`config.mk`:
```
export PLATFORM = sky130hd
export DESIGN_NAME = crc_div
export DESIGN_NICKNAME = d
export VERILOG_FILES = /design/src/sv/crc_pkg.sv /design/src/sv/crc_div.sv
export VERILOG_INCLUDE_DIRS = /design/src /design/src/sv
export SDC_FILE = /design/constraint.sdc
export NUM_CORES = 1
export LEC_CHECK = 0
export ABC_AREA = 0
export BUFFER_PORTS_ARGS = -buffer_cell sky130_fd_sc_hd__buf_2
export CORE_ASPECT_RATIO = 0.7
export CORE_MARGIN = 2
export CORE_UTILIZATION = 55
export CTS_BUF_LIST = sky130_fd_sc_hd__clkbuf_16
export DETAILED_ROUTE_END_ITERATION = 16
export GPL_TIMING_DRIVEN = 0
export HOLD_SLACK_MARGIN = 0.03
export MAX_ROUTING_LAYER = met4
export PLACE_DENSITY = 0.78
export SYNTH_ARGS = -nofsm -noshare
export SYNTH_HDL_FRONTEND = slang
export SYNTH_SLANG_ARGS = --single-unit
```
`constraint.sdc`:
```
create_clock -name aclk -period 8.9 [get_ports aclk]
set_clock_uncertainty 0.1 [all_clocks]
set_input_delay 0.89 -clock aclk [delete_from_list [all_inputs] [get_ports aclk]]
set_output_delay 0.89 -clock aclk [all_outputs]
set_load 0.02 [all_outputs]
```
`src/sv/assert_macros.svh`:
```
// ----------------------------------------------------------------------------
// assertion macros
// shared concurrent assertion forms for the rtl
// ----------------------------------------------------------------------------
`ifndef ASSERT_MACROS_SVH
`define ASSERT_MACROS_SVH

// checked on every rising edge out of reset
`define CRC_ASSERT(lbl, clk, rstn, prop) \
    lbl: assert property (@(posedge clk) disable iff (!rstn) prop) \
        else $error("assertion failed");

// checked on every rising edge, reset included
`define CRC_ASSERT_ALWAYS(lbl, clk, prop) \
    lbl: assert property (@(posedge clk) prop) \
        else $error("assertion failed");

`endif

```
`src/sv/crc_pkg.sv`:
```
// ----------------------------------------------------------------------------
// crc_pkg
// shared constants and types of the coverage ratio classifier
// ----------------------------------------------------------------------------
package crc_pkg;

    localparam int TABLE_DEPTH = 4096;
    localparam int IDX_W       = $clog2(TABLE_DEPTH);
    localparam int CNT_W       = $clog2(TABLE_DEPTH + 1);
    localparam logic [CNT_W-1:0] HELD_MAX = CNT_W'(TABLE_DEPTH);

    localparam int COORD_W = 31;
    localparam int COUNT_W = 32;
    localparam int SCORE_W = 32;
    localparam int ENTRY_W = 2 * COORD_W + COUNT_W;
    localparam int TH_W    = 16;
    localparam int FLANK_W = 10;
    localparam int RATIO_W = 24;
    localparam int NUM_W   = 59;
    localparam int DEN_W   = 64;
    localparam int QCNT_W  = $clog2(NUM_W + 1);

    localparam int IN_W  = 192;
    localparam int OUT_W = 120;

    localparam logic [RATIO_W-1:0] RATIO_MAX = '1;
    localparam logic [TH_W-1:0]    TH_RESET    = 16'd1638;
    localparam logic [FLANK_W-1:0] FLANK_RESET = 10'd20;

    localparam logic [1:0] CMD_CLEAR  = 2'd0;
    localparam logic [1:0] CMD_APPEND = 2'd1;
    localparam logic [1:0] CMD_QUERY  = 2'd2;
    localparam logic [1:0] CMD_IGNORE = 2'd3;

    localparam logic CFG_THRESHOLD = 1'b0;
    localparam logic CFG_FLANK     = 1'b1;

    typedef enum logic [6:0] {
        ST_IDLE  = 7'b0000001,
        ST_SCAN  = 7'b0000010,
        ST_MUL1  = 7'b0000100,
        ST_MUL2  = 7'b0001000,
        ST_DIVGO = 7'b0010000,
        ST_DIVW  = 7'b0100000,
        ST_OUT   = 7'b1000000
    } state_t;

    typedef enum logic [2:0] {
        LK_DEL   = 3'b001,
        LK_LEFT  = 3'b010,
        LK_RIGHT = 3'b100
    } lk_sel_t;

    typedef struct packed {
        logic busy;
        logic done;
    } div_stat_t;

endpackage

```
`src/sv/crc_div.sv`:
```
// ----------------------------------------------------------------------------
// crc_div
// restoring divider, one quotient bit per cycle
// ----------------------------------------------------------------------------
`include "assert_macros.svh"

module crc_div (
    input  logic                          aclk,
    input  logic                          aresetn,
    input  logic                          start,
    input  logic [crc_pkg::NUM_W-1:0]     dividend,
    input  logic [crc_pkg::DEN_W-1:0]     divisor,
    output crc_pkg::div_stat_t            stat,
    output logic [crc_pkg::NUM_W-1:0]     quotient
);

    logic [crc_pkg::DEN_W-1:0]  rem_reg, rem_next;
    logic [crc_pkg::NUM_W-1:0]  quo_reg, quo_next;
    logic [crc_pkg::DEN_W-1:0]  den_reg, den_next;
    logic [crc_pkg::QCNT_W-1:0] cnt_reg, cnt_next;
    logic                       busy_reg, busy_next;
    logic                       done_reg, done_next;
    logic [crc_pkg::DEN_W:0]    trial;
    logic                       take;

    always_comb begin
        trial     = {rem_reg, quo_reg[crc_pkg::NUM_W-1]};
        take      = (trial >= {1'b0, den_reg});
        rem_next  = rem_reg;
        quo_next  = quo_reg;
        den_next  = den_reg;
        cnt_next  = cnt_reg;
        busy_next = busy_reg;
        done_next = 1'b0;
        if (start && !busy_reg) begin
            rem_next  = '0;
            quo_next  = dividend;
            den_next  = divisor;
            cnt_next  = crc_pkg::QCNT_W'(crc_pkg::NUM_W);
            busy_next = 1'b1;
        end else if (busy_reg) begin
            rem_next = take ? crc_pkg::DEN_W'(trial - {1'b0, den_reg})
                            : trial[crc_pkg::DEN_W-1:0];
            quo_next = {quo_reg[crc_pkg::NUM_W-2:0], take};
            cnt_next = cnt_reg - 1'b1;
            if (cnt_reg == crc_pkg::QCNT_W'(1)) begin
                busy_next = 1'b0;
                done_next = 1'b1;
            end
        end
    end

    always_ff @(posedge aclk) begin
        rem_reg <= rem_next;
        quo_reg <= quo_next;
        den_reg <= den_next;
        cnt_reg <= cnt_next;
        if (!aresetn) begin
            busy_reg <= 1'b0;
            done_reg <= 1'b0;
        end else begin
            busy_reg <= busy_next;
            done_reg <= done_next;
        end
    end

    assign stat.busy = busy_reg;
    assign stat.done = done_reg;
    assign quotient  = quo_reg;

    `CRC_ASSERT(a_div_no_restart, aclk, aresetn, busy_reg |-> !start)
    `CRC_ASSERT(a_div_done_ends, aclk, aresetn, done_reg |-> $past(busy_reg) && !busy_reg)
    `CRC_ASSERT(a_div_start_busy, aclk, aresetn, (start && !busy_reg) |=> busy_reg)

endmodule

```
==> results.toml, run 1 <==
[clock_tree]
clk_pin_slew_ns = 0.07
cts.sinks = 195
cts-buffers-inserted = 17
clockBufferDepth = 2
insertion_delay_ns = 0.46
cts_resized = 0
post_cts_buffers = 0
cts_tree = "yes"
hold_buffers = 0
htree_num_levels = 4
cts-root-buf = "clkbuf_16"

[layout]
area_delta_synth_final_pct = 15.77
ff_latch_area_sq_um = 5135
fin_util_pct = 65.25
nFillCells = 1746
fin_nets = 1689
multi_input_area_sq_um = 5857
antennaDiodeCount = 0
drive_gt1_share_pct = 18.49
final_area_sq_um = 13580

[route]
vias = 10423
first_pass_iters = 5
drc = 0
routedWlPerCell_microns = 18.05
drtIter0Drc = 1146
routed_via_density = 5.839
routed_wl_microns = 32220
ant_nets = 0

[logic_synthesis]
synth_top_area_share_pct = 31.49
yosys_warnings = 0
synth-async-reset-ratio_pct = 0
synth_top_area_cell = "edfxtp_1"
avgSynthCellArea_sq_um = 9.092
synth_edf_count = 123
synth_nets = 1483
ys_types = 75
seq_area_frac_synth_pct = 43.78
ys_ff_latch = 195
synthFlopType = "edfxtp_1"
synth_cells = 1290
netlist_area_sq_um = 11730
synth_area_leaders = "edfxtp_1 31%, dfxtp_1 12%, nand2_1 8.8%"

[worst_setup_path]
crit_type = "reg2reg"
worstPathCellList = "inv_1 > ha_1 > clkbuf_1 > a21oi_1 > o21bai_1 > a21oi_1 > o211ai_1 > o21ai_2 > a21boi_4 > or2_1 > buf_6 > nand2_1 > clkbuf_1 > o21ai_1"
start_kind = "flop"
max_stage_delay_ns = 0.62
path_max_fanout = 10
end_kind = "flop"
crit_required_ns = 9.10
slowest_stage = "clkbuf_1"
cp_data_arrival_time_ns = 4.18

[placed_design]
hpwl_microns = 24220
place_congestion = 0.9697
io_buffers = 185
placed_area_sq_um = 13040

[die]
core_sq_um = 20810
die_w_microns = 178.5
die_area_sq_um = 22530
io_pins = 187
core.rowCount = 44
die_h_microns = 126.2
start_util_pct = 56.36

[global_routing]
grt.total_usage_pct = 29.85
antenna_found_initial = 0
grt_max_degree = 47
gr-total-overflow = 0
grt_pass1_wl_microns = 50920
first_global_vias = 9824

[sta]
rsz0062_at_grt = "no"
finalSetupTns_ns = 0
worst_pin_slew_ns = 0.7760
fin_crit_sh_pct = 44.65
drv_slew = 0
period_minus_slack_ns = 3.974
hold_viol = 0
setup_violations = 0
relSlewSlack_pct = 48.26
max_freq_ghz = 0.2517

[power]
p_leak_nw = 6.218
powerDensity_nw_per_um2 = 306.6
max-vdd-ir-drop_mv = 0.1865

[run_status]
run_status = "finished, final reports clean"

[flow_run]
drv_cap = 0

[hold_path]
hold_path.class = "reg2reg"
final timing paths:
check	to	cells past startpoint	slack (ns)	start
worst max-delay path	rem_reg[54]	14	4.93	den_reg[26]
worst min-delay path	rem_reg[27]	2	0.38	rem_reg[27]
worst max register to register	rem_reg[54]	14	4.93	den_reg[26]
worst min register to register	rem_reg[27]	2	0.38	rem_reg[27]
metrics by stage:
stage / hold WS (ns) / setup WS, ns / instances / power (mW)
global route: 0.3952 / 4.682 / 1785 / 4.414
CTS: 0.3762 / 5.041 / 1785 / 4.110
detailed placement: 0.3649 / 5.073 / 1753 / 3.373
floorplan: 0.3416 / 4.953 / 1290 / 2.855
finish: 0.3758 / 4.926 / 1785 / 4.163
global placement: 0.3570 / 3.665 / 1751 / 3.318
cell families after synthesis:
kind of cell             synth area share, %
AO/OA/AOI/OAI                          18.49
XOR/XNOR                               4.406
adder cells (fa/ha/maj)                7.211
buffers and inverters                  6.283
flip-flops                             43.78
multiplexers                           3.798
AND/OR/NAND/NOR                        16.03
cells in the mapped netlist, drive strengths merged, types with 12 or more instances:
master	count
clkbuf	40
buf	39
o21ai	77
mux2	12
a22o	15
edfxtp	123
o211ai	12
o21bai	17
nand2	275
nor3	19
a21oi	94
xor2	18
a32oi	13
mux2i	31
a31oi	17
nand3	15
nand4	27
ha	66
dfxtp	72
inv	86
a21o	45
nor2	48
xnor2	41
report_power, final:
part / internal, mW / switching [mW]
combinational: 0.851 / 1.27
sequential: 1.16 / 0.154
clock: 0.362 / 0.370
total: 2.37 / 1.79
layout by cell type (no fill, tap or decap), drive strengths merged, types with 27 or more instances in the layout:
cell type / Yosys / layout
nor2: 48 / 48
a21o: 45 / 45
inv: 86 / 96
a21oi: 94 / 94
clkbuf: 40 / 57
buf: 39 / 226
edfxtp: 123 / 123
nand4: 27 / 27
nand2: 275 / 275
dfxtp: 72 / 72
mux2i: 31 / 31
ha: 66 / 66
o21ai: 77 / 77
xnor2: 41 / 41
layout make-up:
type                       count  area share, %
timing repair buffer         187          7.114
clock inverter                15         0.8017
clock buffer                  17          3.133
tap                          276          2.543
multi-input combinational    930          43.13
buffer                        79          3.078
sequential                   195          37.82
inverter                      86          2.377
critical path, delay by kind of cell, from the launching register on:
family                     cells  cell delay, ns
adders and majority gates      1            0.22
and+or+nand+nor                2            0.43
DFF                            1            0.37
AOI/OAI and AO/OA              7            1.70
buffers and inverters          4            1.02
metal layers:
layer | wire, microns | GRT usage (%)
met1 | 15220 | 43.46
met2 | 13340 | 42.02
met3 | 3040 | 6.431
met4 | 624 | 7.795
met5 | 0 | -
Note: power is estimated with default switching activity, not from simulation.
==> run 2, diff against run 1 <==
==> constraint.sdc (replaced) <==
create_clock -name aclk -period 3.9 [get_ports aclk]
set_clock_uncertainty 0.1 [all_clocks]
set_input_delay 0.39 -clock aclk [delete_from_list [all_inputs] [get_ports aclk]]
set_output_delay 0.39 -clock aclk [all_outputs]
set_load 0.02 [all_outputs]
==> run 2 against run 1 <==
Worst setup slack worse by 4.8 ns. First-iteration DRC count down 4.5%. Cell area up 4.9%. Sequential share of layout area down 1.8 points. Cell count up 3.5%. Via count up 2.2%. Critical path depth down 1. Total power up 130%. Hold slack worse by 0.33 ns. Wire length up 3.2%. Register-to-register slack worse by 4.8 ns. Critical endpoint is now rem_reg[57].
==> results.toml, run 2 (synthesis gave the netlist of run 1 again) <==
[worst_setup_path]
start_kind = "flop"
crit_type = "reg2reg"
cp_data_arrival_time_ns = 4.04
path_max_fanout = 10
end_kind = "flop"
crit_required_ns = 4.18

[layout]
final_cell_mix = "275 x nand2_1, 211 x buf_2, 123 x edfxtp_1"
area_delta_synth_final_pct = 21.47
final_common_cell = "nand2_1"
drive_gt1_share_pct = 18.13
fin_util_pct = 68.46
fin_nets = 1752
instances_no_fill = 1848
final_area_sq_um = 14250
nFillCells = 1664
ff_latch_area_sq_um = 5135
antennaDiodeCount = 0
multi_input_area_sq_um = 5894

[power]
p_leak_nw = 6.484
power_frac_comb_pct = 51.3
p_total_mw = 9.588
max-vdd-ir-drop_mv = 0.4267
powerDensity_nw_per_um2 = 672.9
clock_power_share_pct = 17.5
p_switching_mw = 4.122
power.share.sequential_pct = 31.3
netSwitchingFraction_pct = 42.99
intPower_mw = 5.466

[die]
core.rowCount = 44
start_util_pct = 56.36
die_h_microns = 126.2
die_w_microns = 178.5
die_area_sq_um = 22530
core_sq_um = 20810
io_pins = 187

[sta]
period_minus_slack_ns = 3.761
relSlewSlack_pct = 48.67
max_freq_ghz = 0.2659
drv_slew = 0
fin_crit_sh_pct = 96.43
hold_viol = 0
worst_pin_slew_ns = 0.7700
setup_violations = 0
finalSetupTns_ns = 0
hold_ws_ns = 0.04314
setup_slack_ns = 0.1391

[run_status]
run_status = "finished, final reports clean"

[global_routing]
grtUsageMet1_pct = 43.91
grt_max_degree = 47
grt_use_met3_pct = 6.401
antenna_found_initial = 0
gr-total-overflow = 0
grt_pass1_wl_microns = 52220
use_met2_pct = 44.13
grt.total_usage_pct = 30.59
grt_busiest_layer = "met2"
first_global_vias = 10141

[clock_tree]
cts.sinks = 195
htree_num_levels = 4
clk_pin_slew_ns = 0.08
cts_tree = "yes"
clockBufferDepth = 2
cts-buffers-inserted = 17
post_cts_buffers = 0
cts-root-buf = "clkbuf_16"
insertion_delay_ns = 0.46

[placed_design]
place_congestion = 0.9697
place_ws_ns = 0.07280
dpl.cell_count = 1753
hpwl_microns = 24220
placed_area_sq_um = 13040
io_buffers = 185

[hold_path]
hold_path.class = "in2reg"

[route]
first_pass_iters = 8
drc = 0
vias = 10652
ant_nets = 0
drtIter0Drc = 1094
routed_via_density = 5.764
routed_wl_microns = 33270
routedWlPerCell_microns = 18.00

[flow_run]
drv_cap = 0
-- run 2: routing by layer --
| metal | routed length [microns] | part of all wire (%) |
|---|---|---|
| met2 | 14090 | 42 |
| met5 | 0 | 0 |
| met4 | 613 | 1.8 |
| met3 | 2992 | 9.0 |
| met1 | 15570 | 47 |
-- run 2: what timing repair did --
item,4_1_cts,5_1_grt
setup endpoints to repair,0,47
hold buffers,63,0
endpoints found under the hold margin,63,0
resized for setup,0,9
-- run 2: final timing paths --
| check | from | to | slack, ns | cells past startpoint |
|---|---|---|---|---|
| hold / removal | divisor[12] | den_reg[12] | 0.04 | 1 |
| setup / recovery | den_reg[26] | rem_reg[57] | 0.14 | 13 |
| setup reg to reg | den_reg[26] | rem_reg[57] | 0.14 | 13 |
| hold reg to reg | rem_reg[27] | rem_reg[27] | 0.37 | 2 |
-- run 2: power by group through the flow --
stage	Combinational, mW	Sequential (mW)	Clock, mW
global route	5.35	3.04	1.78
detailed placement	4.68	3.02	0
CTS	4.77	2.98	1.68
floorplan	3.50	3.02	0
global placement	4.56	3.01	0
finish	4.92	3.00	1.68
-- run 2: final cells by class --
cell class              instances  area share [%]
inverters                      86           2.266
clock buffers                  17           2.986
well taps                     276           2.424
plain buffers                  79           2.942
multi-input cells             930           41.37
flip-flops and latches        195           36.04
clock inverters                15          0.7640
repair buffers                250           11.21
-- run 2: critical path, stage by stage, from the launching register on --
cell and delay, ns:
edfxtp_1 0.37, inv_1 0.07, ha_1 0.22, clkbuf_1 0.19, a21oi_1 0.43, o21bai_1 0.13
a21oi_1 0.31, o211ai_1 0.22, o21ai_2 0.29, a21boi_4 0.17, nor2_1 0.22, clkbuf_1 0.60
nor3_1 0.16, o31ai_2 0.21
